===== config.mk =====
export PLATFORM = sky130hd
export DESIGN_NAME = dwarf_address_range_table_parser_flat
export DESIGN_NICKNAME = d
export VERILOG_FILES = /design/src/hdl/daratp_pkg.sv /design/src/hdl/daratp_byte_if.sv /design/src/hdl/daratp_record_if.sv /design/src/hdl/daratp_out_buf.sv /design/src/hdl/dwarf_address_range_table_parser.sv /design/src/flat_wrapper.sv
export VERILOG_INCLUDE_DIRS = /design/src /design/src/hdl
export SDC_FILE = /design/constraint.sdc
export NUM_CORES = 2
export LEC_CHECK = 0
export BUFFER_PORTS_ARGS = -buffer_cell sky130_fd_sc_hd__buf_4
export CAP_MARGIN = 20
export CORE_ASPECT_RATIO = 1.5
export CORE_MARGIN = 1
export CORE_UTILIZATION = 50
export CTS_CLUSTER_DIAMETER = 40
export DETAILED_ROUTE_END_ITERATION = 8
export GPL_TIMING_DRIVEN = 0
export PLACE_DENSITY = 0.68
export SYNTH_ARGS = -nofsm -noshare
export SYNTH_HDL_FRONTEND = slang
export SYNTH_SLANG_ARGS = --single-unit

===== constraint.sdc =====
create_clock -name clk -period 57.6 [get_ports clk]
set_clock_uncertainty 0.15 [all_clocks]
set_input_delay 2.88 -clock clk [delete_from_list [all_inputs] [get_ports clk]]
set_output_delay 2.88 -clock clk [all_outputs]
set_load 0.005 [all_outputs]

===== src/hdl/assert_macros.svh =====
// Assertion helpers used by the parser RTL.
`ifndef ASSERT_MACROS_SVH
`define ASSERT_MACROS_SVH

// Check that an implication holds on every clock edge out of reset.
`define ASSERT_IMPLY(label, clk, rst_n, ante, cons, msg) \
	label: assert property (@(posedge clk) disable iff (!rst_n) (ante) |-> (cons)) \
		else $error(msg);

// Check that a condition on the next edge follows from one on this edge.
`define ASSERT_NEXT(label, clk, rst_n, ante, cons, msg) \
	label: assert property (@(posedge clk) disable iff (!rst_n) (ante) |=> (cons)) \
		else $error(msg);

`endif


===== src/hdl/daratp_pkg.sv =====
// ----------------------------------------------------------------------------
// daratp_pkg
// Types and constants of the address-range table parser.
// ----------------------------------------------------------------------------
package daratp_pkg;
	localparam int MaxAddressBytes = 8;

	localparam logic [1:0] KIND_HEADER = 2'd0;
	localparam logic [1:0] KIND_ENTRY  = 2'd1;
	localparam logic [1:0] KIND_STOP   = 2'd2;

	localparam logic CFG_SECTION_BYTES = 1'b0;
	localparam logic CFG_BYTE_ORDER    = 1'b1;

	typedef struct packed {
		logic [1:0]  record_kind;
		logic [63:0] set_length;
		logic        wide_offsets;
		logic [15:0] format_version;
		logic [63:0] info_offset;
		logic [3:0]  address_bytes;
		logic [7:0]  segment_bytes;
		logic [63:0] range_start;
		logic [63:0] range_length;
		logic        last_of_set;
	} record_t;
endpackage


===== src/hdl/daratp_byte_if.sv =====
// ----------------------------------------------------------------------------
// daratp_byte_if
// Valid/ready channel carrying one section byte.
// ----------------------------------------------------------------------------
interface daratp_byte_if;
	logic       valid;
	logic       ready;
	logic [7:0] section_byte;
	modport source (output valid, output section_byte, input ready);
	modport sink (input valid, input section_byte, output ready);
endinterface


===== src/hdl/daratp_record_if.sv =====
// ----------------------------------------------------------------------------
// daratp_record_if
// Valid/ready channel carrying one parsed record.
// ----------------------------------------------------------------------------
interface daratp_record_if;
	logic        valid;
	logic        ready;
	logic [1:0]  record_kind;
	logic [63:0] set_length;
	logic        wide_offsets;
	logic [15:0] format_version;
	logic [63:0] info_offset;
	logic [3:0]  address_bytes;
	logic [7:0]  segment_bytes;
	logic [63:0] range_start;
	logic [63:0] range_length;
	logic        last_of_set;
	modport source (output valid, output record_kind, output set_length,
		output wide_offsets, output format_version, output info_offset,
		output address_bytes, output segment_bytes, output range_start,
		output range_length, output last_of_set, input ready);
	modport sink (input valid, input record_kind, input set_length,
		input wide_offsets, input format_version, input info_offset,
		input address_bytes, input segment_bytes, input range_start,
		input range_length, input last_of_set, output ready);
endinterface


===== src/hdl/daratp_out_buf.sv =====
// ----------------------------------------------------------------------------
// daratp_out_buf
// Two-entry skid buffer for result records.
// ----------------------------------------------------------------------------
module daratp_out_buf (
	input  logic                clk,
	input  logic                arst_n,
	input  logic                in_valid,
	output logic                in_ready,
	input  daratp_pkg::record_t in_rec,
	output logic                out_valid,
	input  logic                out_ready,
	output daratp_pkg::record_t out_rec
);
	import daratp_pkg::*;

	record_t main_q, skid_q;
	logic    main_vld_q, skid_vld_q;

	assign in_ready  = !skid_vld_q;
	assign out_valid = main_vld_q;
	assign out_rec   = main_q;

	always_ff @(posedge clk or negedge arst_n) begin
		if (!arst_n) begin
			main_vld_q <= 1'b0;
			skid_vld_q <= 1'b0;
		end else begin
			if (!main_vld_q || out_ready) begin
				if (skid_vld_q) begin
					main_vld_q <= 1'b1;
					skid_vld_q <= in_valid;
				end else begin
					main_vld_q <= in_valid;
				end
			end else if (in_valid) begin
				skid_vld_q <= 1'b1;
			end
		end
	end

	always_ff @(posedge clk) begin
		if (!main_vld_q || out_ready) begin
			main_q <= skid_vld_q ? skid_q : in_rec;
			if (skid_vld_q) skid_q <= in_rec;
		end else if (in_valid && !skid_vld_q) begin
			skid_q <= in_rec;
		end
	end
endmodule


===== src/hdl/dwarf_address_range_table_parser.sv =====
// ----------------------------------------------------------------------------
// dwarf_address_range_table_parser
// Walks an address-range section one byte per transaction.
// ----------------------------------------------------------------------------
// Output: a record is registered when the byte completing it is taken.
// Throughput: one byte per cycle unless the output buffer is full; the
//   parse state updates per byte; a two-entry buffer absorbs output stalls.
// Reset: arst_n clears the parse state and configuration to zero; the
//   parser then expects an initial length.
// ----------------------------------------------------------------------------
`include "assert_macros.svh"

module dwarf_address_range_table_parser #(
	parameter int MAX_ADDRESS_BYTES = daratp_pkg::MaxAddressBytes
) (
	input  logic            clk,
	input  logic            arst_n,
	input  logic            cfg_we,
	input  logic [0:0]      cfg_index,
	input  logic [31:0]     cfg_data,
	daratp_byte_if.sink     in_ch,
	daratp_record_if.source out_ch
);
	import daratp_pkg::*;

	localparam logic [3:0] PH_LEN32   = 4'd0;
	localparam logic [3:0] PH_LEN64   = 4'd1;
	localparam logic [3:0] PH_VERSION = 4'd2;
	localparam logic [3:0] PH_OFFSET  = 4'd3;
	localparam logic [3:0] PH_ASIZE   = 4'd4;
	localparam logic [3:0] PH_SSIZE   = 4'd5;
	localparam logic [3:0] PH_PAD     = 4'd6;
	localparam logic [3:0] PH_START   = 4'd7;
	localparam logic [3:0] PH_LENGTH  = 4'd8;
	localparam logic [3:0] PH_SKIP    = 4'd9;

	// Configuration registers.
	logic [31:0] section_bytes_q;
	logic        big_q;

	// Parse state.
	logic [3:0]  phase_q;
	logic [31:0] pos_q;
	logic [63:0] left_q;
	logic [63:0] acc_q;
	logic [3:0]  cnt_q;
	logic        wide_q;
	logic [15:0] ver_q;
	logic [63:0] ioff_q;
	logic [7:0]  asz_q;
	logic [63:0] ents_q;
	logic [63:0] rstart_q;
	logic        stopped_q;

	// Next-state values.
	logic [3:0]  phase_d;
	logic [31:0] pos_d;
	logic [63:0] left_d;
	logic [63:0] acc_d;
	logic [3:0]  cnt_d;
	logic        wide_d;
	logic [15:0] ver_d;
	logic [63:0] ioff_d;
	logic [7:0]  asz_d;
	logic [63:0] ents_d;
	logic [63:0] rstart_d;
	logic        stopped_d;

	logic        emit;
	record_t     rec;
	logic        buf_ready;
	logic        fire;
	record_t     out_rec;

	// Byte merged into the accumulator in the configured order.
	logic [63:0] acc_take;
	logic [3:0]  cnt_take;
	logic [3:0]  need_len;
	logic [63:0] avail;
	logic [63:0] hdr_size;
	logic        asz_ok;
	logic [63:0] pad;
	logic [63:0] rem_pad;
	logic [63:0] count;
	logic [3:0]  asz_lo;
	logic [63:0] ents_dec;
	logic        is_last;

	assign in_ch.ready = buf_ready;
	assign fire = in_ch.valid && buf_ready;

	always_comb begin
		if (big_q) acc_take = {acc_q[55:0], in_ch.section_byte};
		else acc_take = acc_q | ({56'd0, in_ch.section_byte} << {cnt_q[2:0], 3'b000});
		cnt_take = cnt_q + 4'd1;
	end

	// The pad is (2a - off mod 2a) mod 2a for off of 12 or 24; the count
	// divides by a power of two, so both reduce to shifts and small constants.
	always_comb begin
		asz_ok = (asz_q == 8'd1 || asz_q == 8'd2 || asz_q == 8'd4 || asz_q == 8'd8)
			&& ({24'd0, asz_q} <= 32'(MAX_ADDRESS_BYTES));
		pad = 64'd0;
		case (asz_q)
			8'd1: pad = 64'd0;
			8'd2: pad = 64'd0;
			8'd4: pad = wide_q ? 64'd0 : 64'd4;
			8'd8: pad = wide_q ? 64'd8 : 64'd4;
			default: pad = 64'd0;
		endcase
		rem_pad = left_q - 64'd1 - pad;
		count = 64'd0;
		case (asz_q)
			8'd1: count = rem_pad >> 1;
			8'd2: count = rem_pad >> 2;
			8'd4: count = rem_pad >> 3;
			8'd8: count = rem_pad >> 4;
			default: count = 64'd0;
		endcase
		asz_lo = asz_q[3:0];
	end

	always_comb begin
		phase_d   = phase_q;
		pos_d     = pos_q;
		left_d    = left_q;
		acc_d     = acc_q;
		cnt_d     = cnt_q;
		wide_d    = wide_q;
		ver_d     = ver_q;
		ioff_d    = ioff_q;
		asz_d     = asz_q;
		ents_d    = ents_q;
		rstart_d  = rstart_q;
		stopped_d = stopped_q;
		emit      = 1'b0;
		rec       = '0;
		need_len  = (phase_q == PH_LEN32) ? 4'd4 : 4'd8;
		avail     = {32'd0, section_bytes_q - pos_q - 32'd1};
		hdr_size  = wide_q ? 64'd12 : 64'd8;
		ents_dec  = (ents_q != 64'd0) ? ents_q - 64'd1 : 64'd0;
		is_last   = 1'b0;

		if (!stopped_q) begin
			if (phase_q == PH_LEN32 || phase_q == PH_LEN64) begin
				if (pos_q >= section_bytes_q) begin
					// Outside the section: silent at a unit boundary, else stop.
					if (!(phase_q == PH_LEN32 && cnt_q == 4'd0)) begin
						emit = 1'b1;
					end
				end else begin
					pos_d = pos_q + 32'd1;
					if (cnt_take < need_len) begin
						acc_d = acc_take;
						cnt_d = cnt_take;
						if (pos_q + 32'd1 >= section_bytes_q) emit = 1'b1;
					end else begin
						acc_d = '0;
						cnt_d = '0;
						if (phase_q == PH_LEN32 && acc_take == 64'h0000_0000_FFFF_FFFF) begin
							phase_d = PH_LEN64;
							wide_d  = 1'b1;
							if (pos_q + 32'd1 >= section_bytes_q) emit = 1'b1;
						end else begin
							if (phase_q == PH_LEN32) wide_d = 1'b0;
							if (acc_take < ((phase_q == PH_LEN64) ? 64'd12 : 64'd8)
								|| acc_take > avail) begin
								emit = 1'b1;
							end else begin
								left_d  = acc_take;
								phase_d = PH_VERSION;
							end
						end
					end
				end
				if (emit) begin
					// Stop transaction: clear the field, hold stopped.
					acc_d     = '0;
					cnt_d     = '0;
					stopped_d = 1'b1;
					rec.record_kind = KIND_STOP;
				end
			end else begin
				if (pos_q != 32'hFFFF_FFFF) pos_d = pos_q + 32'd1;
				if (left_q != 64'd0) left_d = left_q - 64'd1;
				unique case (phase_q)
					PH_VERSION: begin
						if (cnt_take >= 4'd2) begin
							ver_d   = acc_take[15:0];
							acc_d   = '0;
							cnt_d   = '0;
							phase_d = PH_OFFSET;
						end else begin
							acc_d = acc_take;
							cnt_d = cnt_take;
						end
					end
					PH_OFFSET: begin
						if (cnt_take >= (wide_q ? 4'd8 : 4'd4)) begin
							ioff_d  = acc_take;
							acc_d   = '0;
							cnt_d   = '0;
							phase_d = PH_ASIZE;
						end else begin
							acc_d = acc_take;
							cnt_d = cnt_take;
						end
					end
					PH_ASIZE: begin
						asz_d   = in_ch.section_byte;
						phase_d = PH_SSIZE;
					end
					PH_SSIZE: begin
						emit = 1'b1;
						if (!asz_ok || pad > left_d || count == 64'd0) begin
							acc_d     = '0;
							cnt_d     = '0;
							stopped_d = 1'b1;
							rec.record_kind = KIND_STOP;
						end else begin
							ents_d = count;
							rec.record_kind    = KIND_HEADER;
							rec.set_length     = left_d + hdr_size;
							rec.wide_offsets   = wide_q;
							rec.format_version = ver_q;
							rec.info_offset    = ioff_q;
							rec.address_bytes  = asz_lo;
							rec.segment_bytes  = in_ch.section_byte;
							acc_d = '0;
							if (pad != 64'd0) begin
								cnt_d   = pad[3:0];
								phase_d = PH_PAD;
							end else begin
								cnt_d   = '0;
								phase_d = PH_START;
							end
						end
					end
					PH_PAD: begin
						if (cnt_q <= 4'd1) begin
							acc_d   = '0;
							cnt_d   = '0;
							phase_d = PH_START;
						end else begin
							cnt_d = cnt_q - 4'd1;
						end
					end
					PH_START: begin
						if ({4'd0, cnt_take} >= asz_q) begin
							rstart_d = acc_take;
							acc_d    = '0;
							cnt_d    = '0;
							phase_d  = PH_LENGTH;
						end else begin
							acc_d = acc_take;
							cnt_d = cnt_take;
						end
					end
					PH_LENGTH: begin
						if ({4'd0, cnt_take} >= asz_q) begin
							acc_d   = '0;
							cnt_d   = '0;
							ents_d  = ents_dec;
							is_last = (rstart_q == 64'd0 && acc_take == 64'd0)
								|| ents_dec == 64'd0;
							emit    = 1'b1;
							rec.record_kind  = KIND_ENTRY;
							rec.range_start  = rstart_q;
							rec.range_length = acc_take;
							rec.last_of_set  = is_last;
							if (is_last) phase_d = (left_d != 64'd0) ? PH_SKIP : PH_LEN32;
							else phase_d = PH_START;
						end else begin
							acc_d = acc_take;
							cnt_d = cnt_take;
						end
					end
					PH_SKIP: begin
						if (left_d == 64'd0) begin
							acc_d   = '0;
							cnt_d   = '0;
							phase_d = PH_LEN32;
						end
					end
					default: begin
						acc_d   = '0;
						cnt_d   = '0;
						phase_d = PH_LEN32;
					end
				endcase
			end
		end
	end

	// Configuration writes; an unknown index does nothing.
	always_ff @(posedge clk or negedge arst_n) begin
		if (!arst_n) begin
			section_bytes_q <= '0;
			big_q           <= 1'b0;
		end else if (cfg_we) begin
			unique case (cfg_index)
				CFG_SECTION_BYTES: section_bytes_q <= cfg_data;
				CFG_BYTE_ORDER:    big_q <= cfg_data[0];
				default: ;
			endcase
		end
	end

	// Advance the parse state on every accepted byte.
	always_ff @(posedge clk or negedge arst_n) begin
		if (!arst_n) begin
			phase_q   <= PH_LEN32;
			pos_q     <= '0;
			left_q    <= '0;
			acc_q     <= '0;
			cnt_q     <= '0;
			wide_q    <= 1'b0;
			ver_q     <= '0;
			ioff_q    <= '0;
			asz_q     <= '0;
			ents_q    <= '0;
			rstart_q  <= '0;
			stopped_q <= 1'b0;
		end else if (fire) begin
			phase_q   <= phase_d;
			pos_q     <= pos_d;
			left_q    <= left_d;
			acc_q     <= acc_d;
			cnt_q     <= cnt_d;
			wide_q    <= wide_d;
			ver_q     <= ver_d;
			ioff_q    <= ioff_d;
			asz_q     <= asz_d;
			ents_q    <= ents_d;
			rstart_q  <= rstart_d;
			stopped_q <= stopped_d;
		end
	end

	daratp_out_buf u_out_buf (
		.clk       (clk),
		.arst_n    (arst_n),
		.in_valid  (fire && emit),
		.in_ready  (buf_ready),
		.in_rec    (rec),
		.out_valid (out_ch.valid),
		.out_ready (out_ch.ready),
		.out_rec   (out_rec)
	);

	assign out_ch.record_kind    = out_rec.record_kind;
	assign out_ch.set_length     = out_rec.set_length;
	assign out_ch.wide_offsets   = out_rec.wide_offsets;
	assign out_ch.format_version = out_rec.format_version;
	assign out_ch.info_offset    = out_rec.info_offset;
	assign out_ch.address_bytes  = out_rec.address_bytes;
	assign out_ch.segment_bytes  = out_rec.segment_bytes;
	assign out_ch.range_start    = out_rec.range_start;
	assign out_ch.range_length   = out_rec.range_length;
	assign out_ch.last_of_set    = out_rec.last_of_set;

	// Once stopped, the parser never leaves the stopped state.
	`ASSERT_NEXT(a_stop_sticks, clk, arst_n, stopped_q, stopped_q, "stop state left")
	// A stopped parser emits nothing.
	`ASSERT_IMPLY(a_no_emit_stopped, clk, arst_n, stopped_q, !emit, "emit after stop")
	// Emitting a stop record must set the stop state.
	`ASSERT_NEXT(a_stop_sets, clk, arst_n, fire && emit && rec.record_kind == KIND_STOP,
		stopped_q, "stop record without stop state")
endmodule


===== src/flat_wrapper.sv =====
// flat-port wrapper written by rule: the top's interface ports become plain ports
module dwarf_address_range_table_parser_flat import daratp_pkg::*;
#(
	parameter int MAX_ADDRESS_BYTES = daratp_pkg::MaxAddressBytes
)
  (clk, arst_n, cfg_we, cfg_index, cfg_data, in_ch_valid, in_ch_section_byte, in_ch_ready, out_ch_valid, out_ch_record_kind, out_ch_set_length, out_ch_wide_offsets, out_ch_format_version, out_ch_info_offset, out_ch_address_bytes, out_ch_segment_bytes, out_ch_range_start, out_ch_range_length, out_ch_last_of_set, out_ch_ready);
  daratp_byte_if in_ch_i ();
  daratp_record_if out_ch_i ();
  input  logic clk;
  input  logic arst_n;
  input  logic cfg_we;
  input  logic [0:0] cfg_index;
  input  logic [31:0] cfg_data;
  input wire logic [$bits(in_ch_i.valid)-1:0] in_ch_valid;
  input wire logic [$bits(in_ch_i.section_byte)-1:0] in_ch_section_byte;
  output wire logic [$bits(in_ch_i.ready)-1:0] in_ch_ready;
  output wire logic [$bits(out_ch_i.valid)-1:0] out_ch_valid;
  output wire logic [$bits(out_ch_i.record_kind)-1:0] out_ch_record_kind;
  output wire logic [$bits(out_ch_i.set_length)-1:0] out_ch_set_length;
  output wire logic [$bits(out_ch_i.wide_offsets)-1:0] out_ch_wide_offsets;
  output wire logic [$bits(out_ch_i.format_version)-1:0] out_ch_format_version;
  output wire logic [$bits(out_ch_i.info_offset)-1:0] out_ch_info_offset;
  output wire logic [$bits(out_ch_i.address_bytes)-1:0] out_ch_address_bytes;
  output wire logic [$bits(out_ch_i.segment_bytes)-1:0] out_ch_segment_bytes;
  output wire logic [$bits(out_ch_i.range_start)-1:0] out_ch_range_start;
  output wire logic [$bits(out_ch_i.range_length)-1:0] out_ch_range_length;
  output wire logic [$bits(out_ch_i.last_of_set)-1:0] out_ch_last_of_set;
  input wire logic [$bits(out_ch_i.ready)-1:0] out_ch_ready;
  assign in_ch_i.valid = in_ch_valid;
  assign in_ch_i.section_byte = in_ch_section_byte;
  assign in_ch_ready = in_ch_i.ready;
  assign out_ch_valid = out_ch_i.valid;
  assign out_ch_record_kind = out_ch_i.record_kind;
  assign out_ch_set_length = out_ch_i.set_length;
  assign out_ch_wide_offsets = out_ch_i.wide_offsets;
  assign out_ch_format_version = out_ch_i.format_version;
  assign out_ch_info_offset = out_ch_i.info_offset;
  assign out_ch_address_bytes = out_ch_i.address_bytes;
  assign out_ch_segment_bytes = out_ch_i.segment_bytes;
  assign out_ch_range_start = out_ch_i.range_start;
  assign out_ch_range_length = out_ch_i.range_length;
  assign out_ch_last_of_set = out_ch_i.last_of_set;
  assign out_ch_i.ready = out_ch_ready;
  dwarf_address_range_table_parser #(.MAX_ADDRESS_BYTES(MAX_ADDRESS_BYTES)) u_core (.clk(clk), .arst_n(arst_n), .cfg_we(cfg_we), .cfg_index(cfg_index), .cfg_data(cfg_data), .in_ch(in_ch_i), .out_ch(out_ch_i));
endmodule

==> results.toml <==
[place]
place_congestion = 1.053
io_buffer_count = 332
post-dp-hpwl_um = 161600
post-place-ws_ns = 46.41
placed_cell_area_mm2 = 0.05980

[cts]
h-tree-depth = 3
clkSinkCount = 997
postCtsResizedCells = 0
cts_tree = "yes"
cts_max_path_buffers = 3
cts_hold_buf = 0
path_clk_slew_ns = 0.06
clk_latency_ns = 0.77
clock-root-buffer = "clkbuf_16"
post_cts_buffers = 0
numCtsBuffers = 118

[route]
drcViolationCount = 0
detail-route-antenna-nets = 0
drt_iter0_drc = 4850
drtPass1Iterations = 8
via_per_inst = 6.280
wl_um = 212200
via_count = 47200
post_drt_wl_per_cell_um = 28.23

[cells_and_area]
layout_common_cells = "nand2_1, edfxtp_1, dfrtp_1, nor2_1, o21ai_0"
fill_cells = 9427
nNetsFinal = 6177
final_layout_size_suffix_gt1_share_pct = 14.72
final_common_cell = "nand2_1"
final_cell_area_mm2 = 0.06411
area_growth_pct = 17.23
final_util_pct = 59.08

[die]
io-pin-count = 336
die_w_um = 272.0
initial_core_util_pct = 50.40
num_rows = 148
dieArea_mm2 = 0.1107
dieHeight_um = 407.1
core-area_mm2 = 0.1085

[pwr]
ir_drop_uv = 36.72
power_density_mw_per_mm2 = 36.77
leakage_nw = 25.98

[global_routing]
grt_pass1_wl_um = 305700
antenna_found_initial = 7
grt_overflow = 0
grt_usage_pct = 37.97
grt_max_degree = 119
grt_pass1_vias = 46170

[synth]
synthCells = 5476
ys_types = 103
yosys_most_used_dff = "edfxtp_1"
seq_area_frac_synth_pct = 50.89
synthTopCellsByArea = "edfxtp_1, dfrtp_1, nand2_1"
yosysTopAreaCell = "edfxtp_1"
avgSynthCellArea_um2 = 9.987
syn-num-nets = 5673
async_flop_share_pct = 42.23
yosysWarnings = 0
yosysTopAreaCellShare_pct = 31.63
synth-edff-count = 576
ys_ff_latch = 997
synthesis.area_mm2 = 0.05469

[timing]
min_period_ns = 11.56
final-setup-viol-count = 0
max_freq_mhz = 86.48
slew_viol_final = 0
min_period_over_period_pct = 20.08
worst_slack_ns = 46.04
hold_viol_final = 0
maxSlewHeadroom_pct = 16.09
rsz0062_at_grt = "false"
setup_tns_ns = 0
worstMarginPinSlew_ns = 1.247

[run_status]
status = "finished, final reports clean"

[setup_path]
crit_fanout = 10
crit_path_end_kind = "register"
timing.rr.end = "u_core.u_out_buf.skid_q[273]$_DFFE_PP_"
worstSetupStartpointType = "register"
r2r-start = "u_core.asz_q[7]$_DFFE_PN0P_"
worstPathRequired_ns = 57.94
reg2reg_depth = 27
reg2reg_setup_slack_ns = 46.04
cp_slowest_stage_delay_ns = 0.72
crit_path_frequent_cell = "clkbuf_1"
crit_type = "register to register"
arrival_ns = 11.90
critical_path.slowest_cell = "or4_1"

[hold_path]
hold_end = "u_core.ioff_q[11]$_DFFE_PN0P_"
holdPathStages = 2
min_path_type = "register to register"
min_from = "u_core.ioff_q[11]$_DFFE_PN0P_"

[run]
cap_violations = 0
[layer usage]
metal / track usage, % / share of wire [%] / up-vias
li1: - / - / 21010
met1: 42.25 / 36 / 23090
met2: 63.42 / 48 / 2333
met3: 6.859 / 7.0 / 748
met4: 31.60 / 9.5 / 12
met5: 0 / 0.030 / -
[cells by family after synthesis]
| logic type | synth area share (%) |
|---|---|
| xor gates and xnor gates | 4.752 |
| muxes | 4.427 |
| and+or+nand+nor | 19.38 |
| DFF | 50.89 |
| adders and majority gates | 3.482 |
| buffers and inverters | 3.709 |
| AOI/OAI and AO/OA | 13.37 |
[critical path: cells and delay by family (launching register included)]
kind            cells  cell delay (ns)
xor+xnor            1             0.58
simple gates       12             5.20
buf+inv             6             2.28
flops               1             0.37
fa+ha+maj           2             0.61
compound gates      6             2.03
[state kept, by name (all words and copies together) (netlist names)]
name,count
u_core.ver_q,16
u_core.stopped_q,1
u_core.left_q,64
u_core.u_out_buf.out_valid,1
u_core.u_out_buf.skid_q,288
u_core.asz_q,8
u_core.u_out_buf.skid_vld_q,1
u_core.acc_q,64
u_core.ents_q,64
u_core.rstart_q,64
u_core.ioff_q,64
u_core.u_out_buf.out_rec,288
u_core.wide_q,1
u_core.pos_q,32
u_core.big_q,1
u_core.phase_q,4
u_core.cnt_q,4
u_core.section_bytes_q,32
[per-stage QoR]
step | hold WS [ns] | total power [mW] | cells
floorplan | 0.2918 | 1.265 | 5476
global placement | 0.3037 | 1.525 | 7233
detailed placement | 0.3127 | 1.541 | 7276
CTS | 0.3274 | 2.332 | 7501
global route | 0.3448 | 2.435 | 7510
finish | 0.3244 | 2.357 | 7515
[layout make-up]
cell class / count / area [µm²] / area share (%)
diodes: 5 / 12.51 / 0.01952
plain buffers: 333 / 1375 / 2.145
clock buffers: 136 / 3072 / 4.791
clock inverters: 89 / 1149 / 1.791
inverters: 174 / 653.1 / 1.019
multi-input cells: 3972 / 24940 / 38.89
flip-flops and latches: 997 / 27830 / 43.41
well taps: 1425 / 1783 / 2.781
repair buffers: 384 / 3303 / 5.152
[report_power, final]
part | leakage [nW] | internal [mW] | total, mW | switching (mW)
clock | 2.02 | 0.467 | 0.797 | 0.330
sequential | 11.9 | 0.790 | 0.837 | 0.0469
combinational | 12.0 | 0.213 | 0.723 | 0.510
[how the worst max path moves through the flow]
stage	from	end	slack (ns)	cells after the start
6_report	u_core.asz_q[7]$_DFFE_PN0P_	u_core.u_out_buf.skid_q[273]$_DFFE_PP_	46.04	27
5_1_grt	u_core.asz_q[7]$_DFFE_PN0P_	u_core.u_out_buf.skid_q[273]$_DFFE_PP_	45.78	26
4_1_cts	u_core.asz_q[7]$_DFFE_PN0P_	u_core.u_out_buf.skid_q[237]$_DFFE_PP_	46.38	27
3_5_place_dp	u_core.asz_q[7]$_DFFE_PN0P_	u_core.u_out_buf.skid_q[273]$_DFFE_PP_	46.41	27
3_3_place_gp	out_ch_ready	u_core.u_out_buf.skid_q[19]$_DFFE_PP_	-22.62	3
2_1_floorplan	out_ch_ready	u_core.u_out_buf.skid_q[0]$_DFFE_PP_	11.96	2
[synth_stat cells, drive strengths merged (67+ instances only)]
| cell | n |
|---|---|
| nand2 | 677 |
| edfxtp | 576 |
| o21ai | 441 |
| dfrtp | 421 |
| nor2 | 417 |
| clkbuf | 275 |
| a21oi | 229 |
| xnor2 | 212 |
| mux2 | 191 |
| nor3 | 183 |
| and2 | 181 |
| inv | 173 |
| nand3 | 151 |
| ha | 149 |
| nor4 | 131 |
| nand4 | 107 |
| o31ai | 95 |
| xor2 | 83 |
| a31oi | 67 |
No activity file was read; power rests on OpenSTA's default activity.
